<file path="config.mk">
export PLATFORM = sky130hd
export DESIGN_NAME = wca_tot_ram
export DESIGN_NICKNAME = d
export VERILOG_FILES = /design/src/rtl/core/wca_pkg.sv /design/src/rtl/core/wca_tot_ram.sv
export SDC_FILE = /design/constraint.sdc
export NUM_CORES = 2
export LEC_CHECK = 0
export BUFFER_PORTS_ARGS = -buffer_cell sky130_fd_sc_hd__buf_2
export CAP_MARGIN = 25
export CORE_MARGIN = 2
export CORE_UTILIZATION = 45
export CTS_CLUSTER_SIZE = 40
export DETAILED_ROUTE_END_ITERATION = 8
export GPL_ROUTABILITY_DRIVEN = 0
export GPL_TIMING_DRIVEN = 1
export PLACE_DENSITY = 0.66
export SLEW_MARGIN = 20
export SYNTH_ARGS = -nofsm -noshare
export SYNTH_HDL_FRONTEND = slang
export SYNTH_SLANG_ARGS = --single-unit
</file>
<file path="constraint.sdc">
create_clock -name clk_i -period 10.4 [get_ports clk_i]
set_input_delay 1.04 -clock clk_i [delete_from_list [all_inputs] [get_ports clk_i]]
set_output_delay 1.04 -clock clk_i [all_outputs]
set_load 0.05 [all_outputs]
</file>
<file path="src/rtl/core/wca_pkg.sv">
// ----------------------------------------------------------------------------
// wca_pkg: shared constants and types for the windowed co-occurrence block
// Sizes, register indexes and the history row layout.
// ----------------------------------------------------------------------------
package wca_pkg;

  localparam int NumCodes     = 8;
  localparam int HistDepth    = 256;
  localparam int NumModes     = 3;
  localparam int NumPairs     = NumCodes * NumCodes;
  localparam int HistAw       = $clog2(HistDepth);
  localparam int PairAw       = $clog2(NumPairs);
  localparam int CodeAw       = $clog2(NumCodes);
  localparam int GsumW        = 8 + HistAw + 1;
  localparam int ValW         = GsumW + 3;
  localparam int RowW         = 18;
  localparam int TotW         = 40;
  localparam int CfgAw        = 3;

  localparam logic [RowW-1:0] RowMax = '1;
  localparam logic [TotW-1:0] TotMax = '1;

  localparam logic [CfgAw-1:0] RegOrdered = 3'd0;
  localparam logic [CfgAw-1:0] RegWin0    = 3'd1;
  localparam logic [CfgAw-1:0] RegWin1    = 3'd2;
  localparam logic [CfgAw-1:0] RegWin2    = 3'd3;
  localparam logic [CfgAw-1:0] RegWgt0    = 3'd4;
  localparam logic [CfgAw-1:0] RegWgt1    = 3'd5;
  localparam logic [CfgAw-1:0] RegWgt2    = 3'd6;

  typedef struct packed {
    logic [1:0]  mode;
    logic [31:0] time_s;
    logic [7:0]  codes;
  } hist_row_t;

  function automatic logic [1:0] clamp_mode(input logic [1:0] m);
    clamp_mode = (m >= 2'(NumModes)) ? 2'(NumModes - 1) : m;
  endfunction

endpackage

</file>
<file path="src/rtl/core/wca_tot_ram.sv">
// ----------------------------------------------------------------------------
// wca_tot_ram: running unit totals per adjacency entry
// One write port, one read port, registered read data.
// ----------------------------------------------------------------------------
module wca_tot_ram (
  input  logic                       clk_i,
  input  logic                       we_i,
  input  logic [wca_pkg::PairAw-1:0] waddr_i,
  input  logic [wca_pkg::TotW-1:0]   wdata_i,
  input  logic [wca_pkg::PairAw-1:0] raddr_i,
  output logic [wca_pkg::TotW-1:0]   rdata_o
);
  import wca_pkg::*;

  logic [TotW-1:0] mem_q [NumPairs];

  always_ff @(posedge clk_i) begin
    if (we_i) mem_q[waddr_i] <= wdata_i;
    rdata_o <= mem_q[raddr_i];
  end

endmodule

</file>
Yosys cells after proc, flatten, opt, wreduce, memory -nomap -nowiden:

Memory sizes are Yosys's and may differ from the RTL's. A register that Yosys moved wholly into a read port is not among the register bits.
Index checks and enable logic that the tools add are counted.

* input port bits: 54
* register bits: 0
* memories kept: 1
* memory bits (writable): 2560
* logic and storage cells: 3

* multiplexer cells: 2

Memories
* mem_q: depth 64, width 40, read ports 1, clocked after memory_dff 1, wr ports 1, RTL line wca_tot_ram.sv:15 `logic [TotW-1:0] mem_q [NumPairs];`

Operator list (number)
* 1-bit two-way mux: 2

Logic depth before layout (Yosys ltp):

* depth after elaboration: 2
* mapped depth: 9

Worst setup path after synthesis:

OpenSTA, ideal clock, no wires.

* path kind: input port to flip-flop
* from: input port waddr_i[3] (netlist bit)
* to: memory mem_q[48][0], enable pin
* slack: 5.638 ns
* arrival time: 4.276 ns
* path buffers: 1
* cell stages on the path: 4
* cells stage by stage: clkbuf_1 > nor2b_1 > nand4b_1 > nor3_1

RTL lines
* start: declaration: RTL line wca_tot_ram.sv:8 `input logic [wca_pkg::PairAw-1:0] waddr_i,`
* end: declaration: RTL line wca_tot_ram.sv:15

Straight into the memory's write port.

==> summary.txt <==
Status
  • Status: finished, final reports clean

Logic synthesis
  • Library cells used by synthesis: 36
  • Synthesized net count: 4249
  • Gate Count Post-Synth: 4195
  • Ranking of synthesized cells by area: edfxtp_1, mux4_2, mux2i_1
  • Synthesized area per cell: 23.3 sq um
  • Cell area after synthesis: 97800 sq um
  • Post-synth EDFFs: between 2000 and 3000
  • Syn. warnings: 0
  • Post-synth ARST share: 0%
  • Share of the synthesized area in the top cell type: 78.6%
  • Ys flop type: edfxtp_1
  • Synthesized flop and latch total: 2600
  • Synth area leader: edfxtp_1
  • Seq/Total Area, Yosys: 79.4%

CTS
  • Post-CTS sizing: 0
  • Clock Sink Count: 2600
  • CTS tree: yes
  • Clk slew on worst S/H paths: 0.06 ns
  • Root Driver: clkbuf_16
  • # Post-CTS Setup Buffers: 0
  • Num CTS Buffers: 240
  • H-tree depth: 4
  • Buffer depth of the longest clock path: 3
  • Clock Latency Late Sink: 0.86 ns
  • Cts hold-fix bufs: 0

Critical path
  • Startpoint Class: input pin
  • Worst r2r src: mem_q[29][5]$_DFFE_PP_
  • Crit path kind: in2reg
  • Slowest stage delay, CP: 0.65 ns
  • CP Data Required Time: around 11 ns
  • Critical Path Sink Type: register
  • Slowest CP cell: buf_4
  • Register-to-Register Path Depth: 4
  • Crit path cell chain: buf_8 > buf_12 > buf_4 > buf_4 > mux4_2 > mux2_2 > o21ai_1 > a21oi_1 > o22a_1
  • Worst Path Buf+Inv: 4
  • Max FO, Critical Path: 85
  • Crit path max-delay family: buffers and inverters
  • RR Endpoint: rdata_o[5]$_DFF_P_
  • Cell mode on critical path: buf_4
  • Worst EP arrival: 4.83 ns
  • R2R setup slack: 8.03 ns

Route
  • Post-Route WL: between 200000 and 250000 microns
  • Final ANT Viol Nets: 0
  • DRC Markers: 0
  • First-pass DRT Iterations: 5
  • First-iteration detailed-routing DRC count: 6736
  • Met3 WL: 21900 microns
  • WL/cell: approximately 33 microns
  • Vias per std cell: 6.19
  • Wire length on met2: 119000 microns
  • Max layer used: met4
  • Met1 Wirelength: 98700 microns
  • Vias: ~46000

GRT
  • First-pass GRT wire length: ~350000 microns
  • Vias in the first global route: 46500
  • Largest net degree at the start of global routing: roughly 120
  • All-Layer GR Usage: 22.0%
  • Initial antenna violation count: 8
  • Global route overflow: 0

Hold path
  • Hold Path Class: in2reg
  • Hold path cells: 1
  • Startpoint of the worst hold path: wdata_i[36]
  • Min-Delay Endpoint: mem_q[47][36]$_DFFE_PP_

Die
  • IO Pins: 94
  • Die W: 470 microns
  • Initial Util: 45.2%
  • Core box area: 217000 sq um
  • Die area: 221000 sq um
  • DIE HEIGHT: between 400 and 500 microns
  • Floorplan row count: 171

STA
  • Fin Hold WS: 0.565 ns
  • Relative max-transition margin: 26.9%
  • Fin. max-slew vios: 0
  • Setup Skew: 0.0205 ns
  • Fin Setup TNS: 0 ns
  • Final Hold Fails: 0
  • Final worst path period share: about two fifths
  • Actual slew at the worst max-slew pin: 1.10 ns
  • RSZ-0062 raised after global routing: no
  • Tmin final: roughly 4 ns
  • FMAX: ~0.24 GHz
  • Setup ws final: 6.30 ns
  • Count of final setup violators: 0

Pwr
  • Logic pwr share: under 10%
  • Pwr Density: 194 nW/um^2
  • Sw power: 0.00453 W
  • Seq pwr share: 54.5%
  • Pint: 0.0168 W
  • Sw frac: roughly a fifth
  • Leak Pwr: 34.0 nW
  • Clk pwr share: between 40% and 50%
  • Maximum vdd drop: 177 uV

Placed design
  • Post-DP HPWL: roughly 130000 microns
  • Dpl cells: 7037
  • DP Worst Slack: 5.33 ns
  • DP Area: slightly above 100000 sq um
  • Number of port buffers: 93

Layout
  • Nets: 4485
  • Most common cell after layout, fill and taps aside: edfxtp_1
  • Cell Count, Final, Fillers Out: 7498
  • Share of cells above drive strength 1: 28.1%
  • Commonest cells after routing, fill and taps aside: edfxtp_1, mux4_2, clkbuf_16
  • Final Cell Area: 110000 sq um
  • Synth-to-Final Area Change: 12.7%

Flow run
  • Max-cap viol count: 0
kinds of logic (layout without fill, tap and decap cells):
logic type             count (synthesis)  after routing  synth area share (%)
flip-flops                          2600           2600                  79.4
AND/OR/NAND/NOR                      215            215                  1.08
multiplexers                         759            759                  15.6
other                                  0              3                     0
buffers and inverters                238            684                  1.27
AO/OA/AOI/OAI                        383            383                  2.68
sequential cells by signal, indices dropped and copies added (netlist names):
name	flops
mem_q	2560
rdata_o	40
cells in the mapped netlist (all sizes together), types with 19 or more instances:
master  instances
a21oi          68
a221oi         34
buf           158
clkbuf         80
dfxtp          40
edfxtp       2560
mux2           38
mux2i         113
mux4          608
nand2          19
nor2           97
nor4           34
o21ai          22
o221ai         42
o22a           26
o22ai         143
metrics by stage:
step                total power (W)  util (%)
finish                       0.0214      50.9
global route                 0.0219      50.9
CTS                          0.0215      50.8
detailed placement           0.0130      47.3
global placement             0.0129      47.2
floorplan                    0.0125         -
power groups by stage:
| stage | clock [W] | sequential, W | combinational, W |
|---|---|---|---|
| 2_1_floorplan | 0 | 0.0119 | 0.000549 |
| 3_3_place_gp | 0 | 0.0119 | 0.00105 |
| 3_5_place_dp | 0 | 0.0119 | 0.00108 |
| 4_1_cts | 0.00873 | 0.0117 | 0.00108 |
| 5_1_grt | 0.00913 | 0.0116 | 0.00114 |
| 6_report | 0.00863 | 0.0116 | 0.00108 |
worst max-delay path by stage:
stage                     from                endpoint  slack (ns)  cells after the start
floorplan           waddr_i[3]  mem_q[48][0]$_DFFE_PP_        5.64                      4
global placement    raddr_i[0]      rdata_o[0]$_DFF_P_        5.33                      9
detailed placement  raddr_i[0]      rdata_o[0]$_DFF_P_        5.33                      9
CTS                 raddr_i[0]      rdata_o[0]$_DFF_P_        6.24                      9
global route        raddr_i[0]      rdata_o[0]$_DFF_P_        5.94                      9
finish              raddr_i[0]      rdata_o[0]$_DFF_P_        6.30                      9
routing by layer:
metal  global-route usage [%]  vias to the layer above
li1                         -                    18600
met4                     5.66                        0
met2                     35.1                     2276
met1                     31.5                    25200
met5                        0                        -
met3                     3.95                      357
worst register-to-register path, cell delays in order, from the launching register on:
cell	delay [ns]
edfxtp_1	0.36
mux4_2	0.47
mux2_2	0.31
a221oi_1	0.91
nor4_1	0.17
area by class of cell:
type / instances / area [sq um]
Antenna cell: 3 / 7.51
Fill cell: 16800 / 106000
Clock inverter: 110 / 943
Multi-Input combinational cell: 1357 / 19500
Sequential cell: 2600 / 77700
Clock buffer: 342 / 6760
Timing Repair Buffer: 232 / 1840
Tap cell: 2854 / 3570
(Power assumes the default switching activity.)
